$ cat src/rtl/iee_pkg.sv
// Package for the infix expression evaluator: types, codes and reset values.
// No dependencies.
package iee_pkg;

    localparam int unsigned DefStackDepth = 32;

    localparam logic [63:0] ResetOperandA = 64'd10080;
    localparam logic [63:0] ResetOperandB = 64'd1100;
    localparam logic [63:0] ResetOperandC = 64'd11180;
    localparam logic [63:0] ResetOperandD = 64'd12280;

    typedef enum logic [2:0] {
        OP_PAREN = 3'd0,
        OP_ADD   = 3'd1,
        OP_SUB   = 3'd2,
        OP_MUL   = 3'd3,
        OP_DIV   = 3'd4,
        OP_OTHER = 3'd5
    } op_t;

    typedef enum logic [1:0] {
        ST_OK        = 2'd0,
        ST_MALFORMED = 2'd1,
        ST_DIVZERO   = 2'd2,
        ST_OVERFLOW  = 2'd3
    } status_t;

    typedef enum logic [1:0] {
        REG_A = 2'd0,
        REG_B = 2'd1,
        REG_C = 2'd2,
        REG_D = 2'd3
    } reg_idx_t;

    typedef enum logic [3:0] {
        S_IDLE,     // waiting for a byte
        S_DECIDE,   // operator stack top read data valid
        S_POP1,     // right operand read data valid
        S_POP2,     // left operand read data valid
        S_MUL,      // iterative multiply
        S_DIV,      // iterative divide
        S_WB,       // push result
        S_FINTOP,   // operator stack top read issued for the final reduction
        S_FINAL,    // final count check
        S_FINRD,    // final value read data valid
        S_OUT       // result held for output
    } state_t;

    localparam logic [7:0] ChSpace = 8'h20;
    localparam logic [7:0] ChLpar  = 8'h28;
    localparam logic [7:0] ChRpar  = 8'h29;
    localparam logic [7:0] ChMul   = 8'h2A;
    localparam logic [7:0] ChAdd   = 8'h2B;
    localparam logic [7:0] ChSub   = 8'h2D;
    localparam logic [7:0] ChDiv   = 8'h2F;
    localparam logic [7:0] ChA     = 8'h41;
    localparam logic [7:0] ChB     = 8'h42;
    localparam logic [7:0] ChC     = 8'h43;
    localparam logic [7:0] ChD     = 8'h44;

    function automatic logic [1:0] prec(input logic [2:0] op);
        logic [1:0] p;
        p = 2'd0;
        if (op == OP_ADD || op == OP_SUB) p = 2'd1;
        if (op == OP_MUL || op == OP_DIV) p = 2'd2;
        return p;
    endfunction

endpackage

$ cat src/rtl/infix_expression_evaluator_unit.sv
// Top level of the infix expression evaluator: control, both stacks, arithmetic.
// Depends on iee_pkg.
//
// Takes one ASCII byte per transaction and evaluates the infix expression with
// a value stack and an operator stack, each a synchronous RAM of STACK_DEPTH
// entries with a registered read. A letter, a space or '(' is handled in S_IDLE;
// an operator or ')' also visits S_DECIDE to read the operator stack top, and
// every reduction runs S_POP1, S_POP2 and S_WB, plus S_MUL for a multiply (one
// bit per cycle, shift and add) or S_DIV for a divide (restoring, one quotient
// bit per cycle). The byte marked last then drains the operator stack (same
// steps per reduction) and runs S_FINTOP, S_FINAL and S_FINRD before value and
// status appear; the result sits in an output register until taken, and the
// next byte is accepted once it has gone. One byte is in work at a time.
module infix_expression_evaluator_unit
    import iee_pkg::*;
#(
    parameter int unsigned STACK_DEPTH = DefStackDepth
) (
    input  logic        aclk,
    input  logic        aresetn,
    input  logic        s_tvalid,
    output logic        s_tready,
    input  logic [7:0]  s_tdata,   // [7:0] token
    input  logic        s_tlast,
    output logic        m_tvalid,
    input  logic        m_tready,
    output logic [71:0] m_tdata,   // [63:0] value, [65:64] status, zero fill
    input  logic        cfg_we,
    input  logic [1:0]  cfg_index,
    input  logic [63:0] cfg_wdata
);

    localparam int unsigned AW = (STACK_DEPTH > 1) ? $clog2(STACK_DEPTH) : 1;
    localparam int unsigned CW = $clog2(STACK_DEPTH + 1);
    localparam logic [CW-1:0] Full = CW'(STACK_DEPTH);

    logic [63:0] opnd_reg [4];

    always_ff @(posedge aclk) begin
        if (!aresetn) begin
            opnd_reg[REG_A] <= ResetOperandA;
            opnd_reg[REG_B] <= ResetOperandB;
            opnd_reg[REG_C] <= ResetOperandC;
            opnd_reg[REG_D] <= ResetOperandD;
        end else if (cfg_we) begin
            opnd_reg[cfg_index] <= cfg_wdata;
        end
    end

    // stacks
    logic [63:0] vmem [STACK_DEPTH];
    logic [2:0]  omem [STACK_DEPTH];
    logic          v_we, o_we;
    logic [AW-1:0] v_waddr, v_raddr, o_waddr, o_raddr;
    logic [63:0]   v_wdata, v_rdata;
    logic [2:0]    o_wdata, o_rdata;

    always_ff @(posedge aclk) begin
        if (v_we) vmem[v_waddr] <= v_wdata;
        v_rdata <= vmem[v_raddr];
    end

    always_ff @(posedge aclk) begin
        if (o_we) omem[o_waddr] <= o_wdata;
        o_rdata <= omem[o_raddr];
    end

    state_t state_reg, state_next;
    logic [CW-1:0] vcnt_reg, vcnt_next, ocnt_reg, ocnt_next;
    logic [1:0]    err_reg, err_next;
    logic          last_reg, last_next;
    logic [2:0]    tok_reg, tok_next;     // operator code of the pending byte
    logic          rpar_reg, rpar_next;   // pending byte is ')'
    logic [2:0]    op_reg, op_next;
    logic [63:0]   r_reg, r_next, l_reg, l_next;
    logic [63:0]   acc_reg, acc_next;
    logic [63:0]   rem_reg, rem_next;
    logic [6:0]    cnt_reg, cnt_next;
    logic          neg_reg, neg_next;
    logic [63:0]   outv_reg, outv_next;
    logic [1:0]    outs_reg, outs_next;

    always_ff @(posedge aclk) begin
        if (!aresetn) begin
            state_reg <= S_IDLE;
            vcnt_reg  <= '0;
            ocnt_reg  <= '0;
            err_reg   <= ST_OK;
        end else begin
            state_reg <= state_next;
            vcnt_reg  <= vcnt_next;
            ocnt_reg  <= ocnt_next;
            err_reg   <= err_next;
        end
    end

    always_ff @(posedge aclk) begin
        last_reg <= last_next;
        tok_reg  <= tok_next;
        rpar_reg <= rpar_next;
        op_reg   <= op_next;
        r_reg    <= r_next;
        l_reg    <= l_next;
        acc_reg  <= acc_next;
        rem_reg  <= rem_next;
        cnt_reg  <= cnt_next;
        neg_reg  <= neg_next;
        outv_reg <= outv_next;
        outs_reg <= outs_next;
    end

    logic [64:0] trial;
    logic [63:0] pres;

    always_comb begin
        state_next = state_reg;
        vcnt_next = vcnt_reg;
        ocnt_next = ocnt_reg;
        err_next  = err_reg;
        last_next = last_reg;
        tok_next  = tok_reg;
        rpar_next = rpar_reg;
        op_next   = op_reg;
        r_next    = r_reg;
        l_next    = l_reg;
        acc_next  = acc_reg;
        rem_next  = rem_reg;
        cnt_next  = cnt_reg;
        neg_next  = neg_reg;
        outv_next = outv_reg;
        outs_next = outs_reg;
        v_we = 1'b0;
        o_we = 1'b0;
        v_waddr = vcnt_reg[AW-1:0];
        o_waddr = ocnt_reg[AW-1:0];
        v_wdata = acc_reg;
        o_wdata = tok_reg;
        v_raddr = AW'(vcnt_reg - CW'(1));
        o_raddr = AW'(ocnt_reg - CW'(1));
        s_tready = 1'b0;
        trial = {rem_reg, acc_reg[63]} - {1'b0, r_reg};
        pres = '0;

        unique case (state_reg)
            S_IDLE: begin
                s_tready = 1'b1;
                if (s_tvalid) begin
                    last_next = s_tlast;
                    rpar_next = 1'b0;
                    state_next = s_tlast ? S_FINTOP : S_IDLE;
                    if (err_reg == ST_OK) begin
                        priority case (s_tdata)
                            ChSpace: ;
                            ChA, ChB, ChC, ChD: begin
                                if (vcnt_reg >= Full) err_next = ST_OVERFLOW;
                                else begin
                                    v_we = 1'b1;
                                    v_wdata = opnd_reg[s_tdata[1:0] - 2'd1];
                                    vcnt_next = vcnt_reg + CW'(1);
                                end
                            end
                            ChLpar: begin
                                if (ocnt_reg >= Full) err_next = ST_OVERFLOW;
                                else begin
                                    o_we = 1'b1;
                                    o_wdata = OP_PAREN;
                                    ocnt_next = ocnt_reg + CW'(1);
                                end
                            end
                            default: begin
                                rpar_next = (s_tdata == ChRpar);
                                priority case (s_tdata)
                                    ChAdd:   tok_next = OP_ADD;
                                    ChSub:   tok_next = OP_SUB;
                                    ChMul:   tok_next = OP_MUL;
                                    ChDiv:   tok_next = OP_DIV;
                                    default: tok_next = OP_OTHER;
                                endcase
                                // top of operator stack is read now
                                state_next = S_DECIDE;
                            end
                        endcase
                    end
                end
            end
            S_DECIDE: begin
                // o_rdata is the top operator when ocnt > 0
                if (err_reg != ST_OK) begin
                    state_next = last_reg ? S_FINTOP : S_IDLE;
                end else if (ocnt_reg != '0 && (rpar_reg ? (o_rdata != OP_PAREN)
                             : (prec(o_rdata) >= prec(tok_reg)))) begin
                    if (vcnt_reg < CW'(2)) begin
                        err_next = ST_MALFORMED;
                        state_next = last_reg ? S_FINTOP : S_IDLE;
                    end else begin
                        op_next = o_rdata;
                        ocnt_next = ocnt_reg - CW'(1);
                        v_raddr = AW'(vcnt_reg - CW'(1));
                        state_next = S_POP1;
                    end
                end else begin
                    if (rpar_reg) begin
                        if (ocnt_reg != '0) ocnt_next = ocnt_reg - CW'(1);
                    end else if (ocnt_reg >= Full) begin
                        err_next = ST_OVERFLOW;
                    end else begin
                        o_we = 1'b1;
                        o_wdata = tok_reg;
                        ocnt_next = ocnt_reg + CW'(1);
                    end
                    state_next = last_reg ? S_FINTOP : S_IDLE;
                end
            end
            S_POP1: begin
                r_next = v_rdata;
                v_raddr = AW'(vcnt_reg - CW'(2));
                state_next = S_POP2;
            end
            S_POP2: begin
                l_next = v_rdata;
                vcnt_next = vcnt_reg - CW'(2);
                cnt_next = 7'd0;
                state_next = S_WB;
                unique case (op_reg)
                    OP_ADD: acc_next = v_rdata + r_reg;
                    OP_SUB: acc_next = v_rdata - r_reg;
                    OP_MUL: begin
                        acc_next = '0;
                        state_next = S_MUL;
                    end
                    OP_DIV: begin
                        if (r_reg == '0) begin
                            err_next = ST_DIVZERO;
                            state_next = last_reg ? S_FINAL : S_IDLE;
                        end else begin
                            neg_next = v_rdata[63] ^ r_reg[63];
                            acc_next = v_rdata[63] ? -v_rdata : v_rdata;
                            r_next = r_reg[63] ? -r_reg : r_reg;
                            rem_next = '0;
                            state_next = S_DIV;
                        end
                    end
                    default: acc_next = '0;
                endcase
            end
            S_MUL: begin
                // shift-add over the bits of r, LSB first
                pres = r_reg[0] ? l_reg : '0;
                acc_next = acc_reg + pres;
                l_next = {l_reg[62:0], 1'b0};
                r_next = {1'b0, r_reg[63:1]};
                cnt_next = cnt_reg + 7'd1;
                if (cnt_reg == 7'd63) state_next = S_WB;
            end
            S_DIV: begin
                // acc holds dividend shifting out, quotient shifting in
                if (!trial[64]) begin
                    rem_next = trial[63:0];
                    acc_next = {acc_reg[62:0], 1'b1};
                end else begin
                    rem_next = {rem_reg[62:0], acc_reg[63]};
                    acc_next = {acc_reg[62:0], 1'b0};
                end
                cnt_next = cnt_reg + 7'd1;
                if (cnt_reg == 7'd63) begin
                    op_next = OP_OTHER;
                    state_next = S_WB;
                end
            end
            S_WB: begin
                v_we = 1'b1;
                v_wdata = (op_reg == OP_DIV) ? acc_reg : acc_reg;
                if (op_reg == OP_OTHER && neg_reg && cnt_reg == 7'd64)
                    v_wdata = -acc_reg;
                vcnt_next = vcnt_reg + CW'(1);
                neg_next = 1'b0;
                cnt_next = 7'd0;
                // final reduction or the pending byte continues
                state_next = (last_reg && tok_reg == OP_PAREN) ? S_FINAL : S_DECIDE;
                if (last_reg && tok_reg == OP_PAREN) state_next = S_FINAL;
                o_raddr = AW'(ocnt_reg - CW'(1));
            end
            S_FINTOP: begin
                // stack pushes of the last byte have landed; read the top again
                state_next = S_FINAL;
            end
            S_FINAL: begin
                // drain: treat as an operator reducing everything
                if (err_reg == ST_OK && ocnt_reg != '0) begin
                    if (vcnt_reg < CW'(2)) begin
                        err_next = ST_MALFORMED;
                    end else begin
                        tok_next = OP_PAREN;
                        op_next = o_rdata;
                        ocnt_next = ocnt_reg - CW'(1);
                        state_next = S_POP1;
                    end
                end else begin
                    if (err_reg == ST_OK && vcnt_reg != CW'(1)) err_next = ST_MALFORMED;
                    v_raddr = '0;
                    state_next = S_FINRD;
                end
            end
            S_FINRD: begin
                outs_next = err_reg;
                outv_next = (err_reg == ST_OK) ? v_rdata : '0;
                vcnt_next = '0;
                ocnt_next = '0;
                err_next = ST_OK;
                state_next = S_OUT;
            end
            S_OUT: begin
                if (m_tready) state_next = S_IDLE;
            end
            default: state_next = S_IDLE;
        endcase
    end

    assign m_tvalid = (state_reg == S_OUT);
    assign m_tdata = {6'd0, outs_reg, outv_reg};

endmodule

$ cat config.mk
export PLATFORM = sky130hd
export DESIGN_NAME = infix_expression_evaluator_unit
export DESIGN_NICKNAME = d
export VERILOG_FILES = /design/src/rtl/iee_pkg.sv /design/src/rtl/infix_expression_evaluator_unit.sv
export SDC_FILE = /design/constraint.sdc
export NUM_CORES = 2
export LEC_CHECK = 0
export BUFFER_PORTS_ARGS = -buffer_cell sky130_fd_sc_hd__buf_2
export CAP_MARGIN = 10
export CORE_UTILIZATION = 57
export CTS_CLUSTER_DIAMETER = 30
export DETAILED_ROUTE_END_ITERATION = 12
export PLACE_DENSITY = 0.76
export SLEW_MARGIN = 20
export SYNTH_ARGS = -nofsm -noshare
export SYNTH_HDL_FRONTEND = slang
export SYNTH_SLANG_ARGS = --single-unit
$ cat constraint.sdc
create_clock -name aclk -period 7.5 [get_ports aclk]
set_input_delay 0.375 -clock aclk [delete_from_list [all_inputs] [get_ports aclk]]
set_output_delay 0.375 -clock aclk [all_outputs]
set_load 0.01 [all_outputs]
After elaboration in Yosys (flattened, before gate mapping)
Memories as Yosys holds them, arrays and structs flattened. A register that Yosys moved wholly into a read port is not among the register bits.
Cells that the tools add are included.
- bits in registers: 356
- latch bits: 0
- memory bits (writable): 2400
- ROM bits: 0
- input bits: 80
- output and inout bits: 74
- word-level logic and storage cells: 273
- memories kept: 3
- $add $sub $neg: 14
- $mul: 0
- div/mod/pow operators: 0
- magnitude comparators: 4
- equal/unequal tests: 61
- shift operators: 0
- muxes and demuxes: 126
- bitwise operators: 2
- reduce and logical (&&, ||, !) cells: 46
- memory list (memory ; depth ; bits a word ; rd ports ; clocked after memory_dff ; write ports ; RTL line ; RTL):
    vmem ; 32 ; 64 ; 1 ; 1 ; 1 ; infix_expression_evaluator_unit.sv:51 ; logic [63:0] vmem [STACK_DEPTH];
    opnd_reg ; 4 ; 64 ; 1 ; 0 ; 4 ; infix_expression_evaluator_unit.sv:37 ; logic [63:0] opnd_reg [4];
    omem ; 32 ; 3 ; 1 ; 1 ; 1 ; infix_expression_evaluator_unit.sv:52 ; logic [2:0] omem [STACK_DEPTH];
- operators by type and width (cell ; number):
    64-bit 2-to-1 mux ; 15
    64-bit one-hot mux with 3 select lines ; 3
    64-bit one-hot mux with 2 select lines ; 3
    64-bit negation ; 3
    64-bit adder ; 2
    6-bit 2-to-1 mux ; 14
    65-bit by 64-bit subtractor with 65-bit output ; 1
    64-bit logical NOT ; 1
    64-bit OR reduction ; 1
    64-bit subtractor ; 1
    3-bit 2-to-1 mux ; 20
    8-bit by 6-bit equality test with 1-bit output, second input constant ; 7
    6-bit one-hot mux with 4 select lines ; 2
    4-bit 2-to-1 mux ; 10
    4-bit one-hot mux with 10 select lines ; 1
    2-bit 2-to-1 mux ; 19
    8-bit by 7-bit equality test with 1-bit output, second input constant ; 4
    1-bit 2-to-1 mux ; 27
    2-bit != test, second input constant ; 13
    3-bit by 2-bit equality test with 1-bit output, second input constant ; 6
    4-bit by 3-bit equality test with 1-bit output, second input constant ; 4
    3-bit != test, second input constant ; 5
    7-bit one-hot mux with 2 select lines ; 1
    6-bit by 1-bit adder with 6-bit output, second input constant ; 2
    51 further kinds ; 88

Logic depth before layout (Yosys ltp)
- depth after elaboration: 14
- gate-level depth with buffers: 25
- gate-level depth less buffers: 23

Worst setup path before layout
OpenSTA, ideal clock, no wires.
- kind: flip-flop to flip-flop
- start point: register r_reg[0]
- end point: register r_reg[0], enable pin
- setup time: 0.580 ns
- arrival: 6.814 ns
- required time: 6.920 ns
- path slack: 0.107 ns
- cell stages (with the launch flop): 12
- buffers on the path: 1
- clock period less this slack: 7.393 ns
- cell sequence: edfxtp_1 > clkbuf_1 > inv_1 > ha_1 > and4_1 > and4bb_4 > nand4_4 > or3_4 > nor4_4 > or3_1 > nand3_1 > a21boi_0
- word-level cells in the longest chain between the ends: 3
- ends and longest elaborated chain (element ; RTL line ; RTL):
    from (decl) ; infix_expression_evaluator_unit.sv:75 ; logic [63:0] r_reg, r_next, l_reg, l_next;
    from (signal assigned) ; infix_expression_evaluator_unit.sv:102 ; r_reg <= r_next;
    64-bit logical NOT ; infix_expression_evaluator_unit.sv:232 ; if (r_reg == '0) begin
    2-bit != test (no source line) ; - ;
    4-bit AND reduction (no source line) ; - ;
No other way between the ends.
A chain may end at the register's enable or synchronous reset.

Final worst setup path
- start point: register r_reg[7]
- end point: register acc_reg[60], data pin
- word-level cells in the longest chain between the ends: 3
- elaborated cells on any way between the ends: 4
- those cells by class: add/sub: 2; mux: 2
- ends and longest elaborated chain (element ; RTL line ; RTL):
    64-bit subtractor / 64-bit adder (equally long branches) ; infix_expression_evaluator_unit.sv:226, infix_expression_evaluator_unit.sv:225 ;
    64-bit one-hot mux with 3 select lines * ; infix_expression_evaluator_unit.sv:224 ; unique case (op_reg)
    64-bit one-hot mux with 3 select lines * ; infix_expression_evaluator_unit.sv:144 ; unique case (state_reg)
    net acc_next[60] ; infix_expression_evaluator_unit.sv:76 ; logic [63:0] acc_reg, acc_next;
    to (signal assigned) ; infix_expression_evaluator_unit.sv:104 ; acc_reg <= acc_next;
    to (decl) ; infix_expression_evaluator_unit.sv:76 ;
The timed path passes the listed nets; every way through them passes the cells marked *.

==> flow_metrics.env <==
export IMPL_hold_path_class="in2reg"
export IMPL_rows=173
export IMPL_skew_ns=0.113
export IMPL_swShare=0.373
export IMPL_seq_area_frac_synth=0.654
export IMPL_dieArea_sq_um=227000
export IMPL_switching_power_mw=26.1
export IMPL_synthArstFlopShare=0
export IMPL_report_final_slew_viol_count=0
export IMPL_muxShareOfSynthArea=0.124
export IMPL_die_w_um=476
export IMPL_cts_sinks=2823
export IMPL_synth_xor_area_frac=0.0244
export IMPL_yosys_cell_count_top_type="edfxtp_1"
export IMPL_yosys_top_cells_area="edfxtp_1 (64%), mux4_2 (11%), nand2_1 (2.1%), ha_1 (2.1%), xnor2_1 (1.9%)"
export IMPL_yosysTopAreaCellShare=0.641
export IMPL_grt_pass1_wl_um=579000
export IMPL_synth_distinct_cells=93
export IMPL_nNetsFinal=9252
export IMPL_grt_use_total=0.351
export IMPL_core_area_sq_um=223000
export IMPL_start_util=0.575
export IMPL_relSlewSlack=0.187
export IMPL_synth_top_family_by_area="multiplexers"
export IMPL_cts_buffers=491
export IMPL_critPathArrivalTime_ns=7.32
export IMPL_gr_total_overflow=0
export IMPL_period_needed_ns=6.57
export IMPL_syn_inst=8474
export IMPL_crit_type="reg2reg"
export IMPL_rsz0062_at_grt="no"
export IMPL_drc=0
export IMPL_gp_congestion=0.975
export IMPL_wl_um=404000
export IMPL_fin_crit_sh=0.877
export IMPL_clock_latency_ns=1.03
export IMPL_hold_viol=0
export IMPL_cts_root_buffer="clkbuf_16"
export IMPL_status="finished clean"
export IMPL_drt_iter0_drc=11700
export IMPL_synth_main_ff_cell="edfxtp_1"
export IMPL_yosysWarnings=0
export IMPL_crit_path_end_kind="flip-flop"
export IMPL_setup_violations=0
export IMPL_yosysTopAreaCell="edfxtp_1"
export IMPL_largest_reg_flops=2048
export IMPL_worstMarginPinSlew_ns=1.22
export IMPL_drive_gt1_frac=0.218
export IMPL_share_clk_of_total_power=0.316
export IMPL_max_vdd_ir_drop_mv=0.379
export IMPL_grt_pass1_vias=84679
export IMPL_antenna_found_initial=30
export IMPL_combPwrFrac=0.373
export IMPL_cts_tree="yes"
export IMPL_ant_nets=0
export IMPL_drt_first_pass_iters=7
export IMPL_setup_tns_ns=0
export IMPL_htreeDepth=5
export IMPL_num_vias=85154
export IMPL_p_leak_nw=53.3
export IMPL_ios=154
export IMPL_ys_top_cells_by_count="edfxtp_1 (2738), nand2_1 (719), mux4_2 (606)"
export IMPL_cts_buffer_depth=4
export IMPL_multiInputGateArea_sq_um=42400
export IMPL_fin_util=0.679
export IMPL_synth_area_sq_um=128000
export IMPL_portBuffers=147
export IMPL_synth_edff_count=2738
export IMPL_seq_area_sq_um=83900
export IMPL_max_freq_ghz=0.152
export IMPL_die_y_um=476
export IMPL_powerDensity_nw_per_um2=462
export IMPL_start_kind="flip-flop"
export IMPL_grt_max_degree=108
export IMPL_yosys_area_share_simple=0.0792
export IMPL_ctsResizeCount=0
export IMPL_path_clk_slew_ns=0.05
export IMPL_avgRoutedWirePerCell_um=32.7
export IMPL_synth_seq_cells=2823
export IMPL_vias_per_cell=6.89
export IMPL_worstPathRequired_ns=8.24
export IMPL_critical_path_max_fanout=10
export IMPL_synthAdderAreaFrac=0.0214
export IMPL_areaGrowthSynthToFinish_pct=18.0
export IMPL_avgSynthCellArea_sq_um=15.1
export IMPL_drv_cap=0
export IMPL_dp_hpwl_um=232000
export IMPL_power_internal_mw=43.8
export IMPL_post_cts_setup_buffers=0
export IMPL_synth_compound_area_share=0.0770
export IMPL_power_frac_seq=0.311
export IMPL_fillers=14191
## repair_timing
item                                    4_1_cts  5_1_grt
endpoints found under the setup margin        0        0
endpoints found under the hold margin       268        0
hold buffers                                 75        0
## critical path, stage by stage, from the launching register on
cell	delay, ns
edfxtp_1	0.46
nor4_1	0.69
nand4_2	0.41
nor3_1	0.50
nand2_1	0.18
or3_1	0.42
nor2_1	0.23
nand2_1	0.17
nor4_1	0.40
nor2_1	0.12
xnor2_1	0.15
ha_1	0.38
a21o_1	0.21
a21o_1	0.17
a21oi_1	0.24
o221ai_1	0.19
a221oi_1	0.33
nor2_1	0.08
a211o_1	0.27
a21oi_1	0.16
mux2i_1	0.22
a21oi_1	0.08
a221oi_1	0.22
## stage by stage
step / hold WS, ns / cell area, sq um / worst slack, ns / power (mW) / std cells
finish: 0.0840 / 151000 / 0.926 / 69.9 / 12352
global route: 0.0969 / 151000 / 0.536 / 72.1 / 12341
CTS: 0.0198 / 151000 / 1.12 / 69.3 / 12335
detailed placement: 0.518 / 134000 / 1.28 / 46.9 / 11358
global placement: 0.513 / 134000 / 1.31 / 46.4 / 11357
floorplan: 0.474 / 128000 / 0.107 / 38.3 / 8479
## per-layer routing
| metal | up-vias | routed length (um) | global-route usage |
|---|---|---|---|
| li1 | 34596 | - | - |
| met4 | 20 | 27600 | 0.208 |
| met5 | - | 289 | 0 |
| met1 | 42558 | 138000 | 0.435 |
| met2 | 6444 | 190000 | 0.559 |
| met3 | 1536 | 48000 | 0.0918 |
## final timing paths
| check | startpoint | endpoint | slack, ns | depth (start not counted) |
|---|---|---|---|---|
| max | r_reg[7] | acc_reg[60] | 0.93 | 22 |
| min | aresetn | ocnt_reg[0] | 0.08 | 4 |
| max reg2reg | r_reg[7] | acc_reg[60] | 0.93 | 22 |
| min reg2reg | l_reg[57] | l_reg[58] | 0.52 | 2 |
## final cells by class
cell class              count  area share
diodes                     14    0.000232
clock buffers             549      0.0837
clock inverters           353      0.0247
inverters                 148     0.00367
multi-input cells        5004       0.280
flip-flops and latches   2823       0.555
well taps                2975      0.0246
repair buffers            486      0.0280
## layout by cell type, fill, tap and decap left out, types with 144 or more instances in the layout
master,count
and2_1,316
a21oi_1,361
mux2i_1,146
xnor2_1,281
clkbuf_16,494
nand3_1,167
o21ai_0,323
buf_4,203
edfxtp_1,2738
mux4_2,606
buf_2,146
ha_1,213
nor2_1,327
inv_1,144
nand2_1,709
## power groups by stage
stage,combinational (mW),clock (mW),sequential [mW]
3_5_place_dp,24.9,0,21.9
6_report,26.1,22.1,21.7
5_1_grt,27.5,22.8,21.7
2_1_floorplan,16.8,0,21.5
3_3_place_gp,24.5,0,21.9
4_1_cts,25.5,22.2,21.6
## cells by family (layout without fill, tap and decap cells)
family / count (synthesis) / in the layout
AO/OA/AOI/OAI: 1526 / 1526
XOR/XNOR: 357 / 357
adder cells (fa/ha/maj): 218 / 218
buffers and inverters: 652 / 1536
flip-flops: 2823 / 2823
multiplexers: 820 / 820
other: 1 / 20
AND/OR/NAND/NOR: 2077 / 2077
Note: power is estimated with default switching activity, not from simulation.
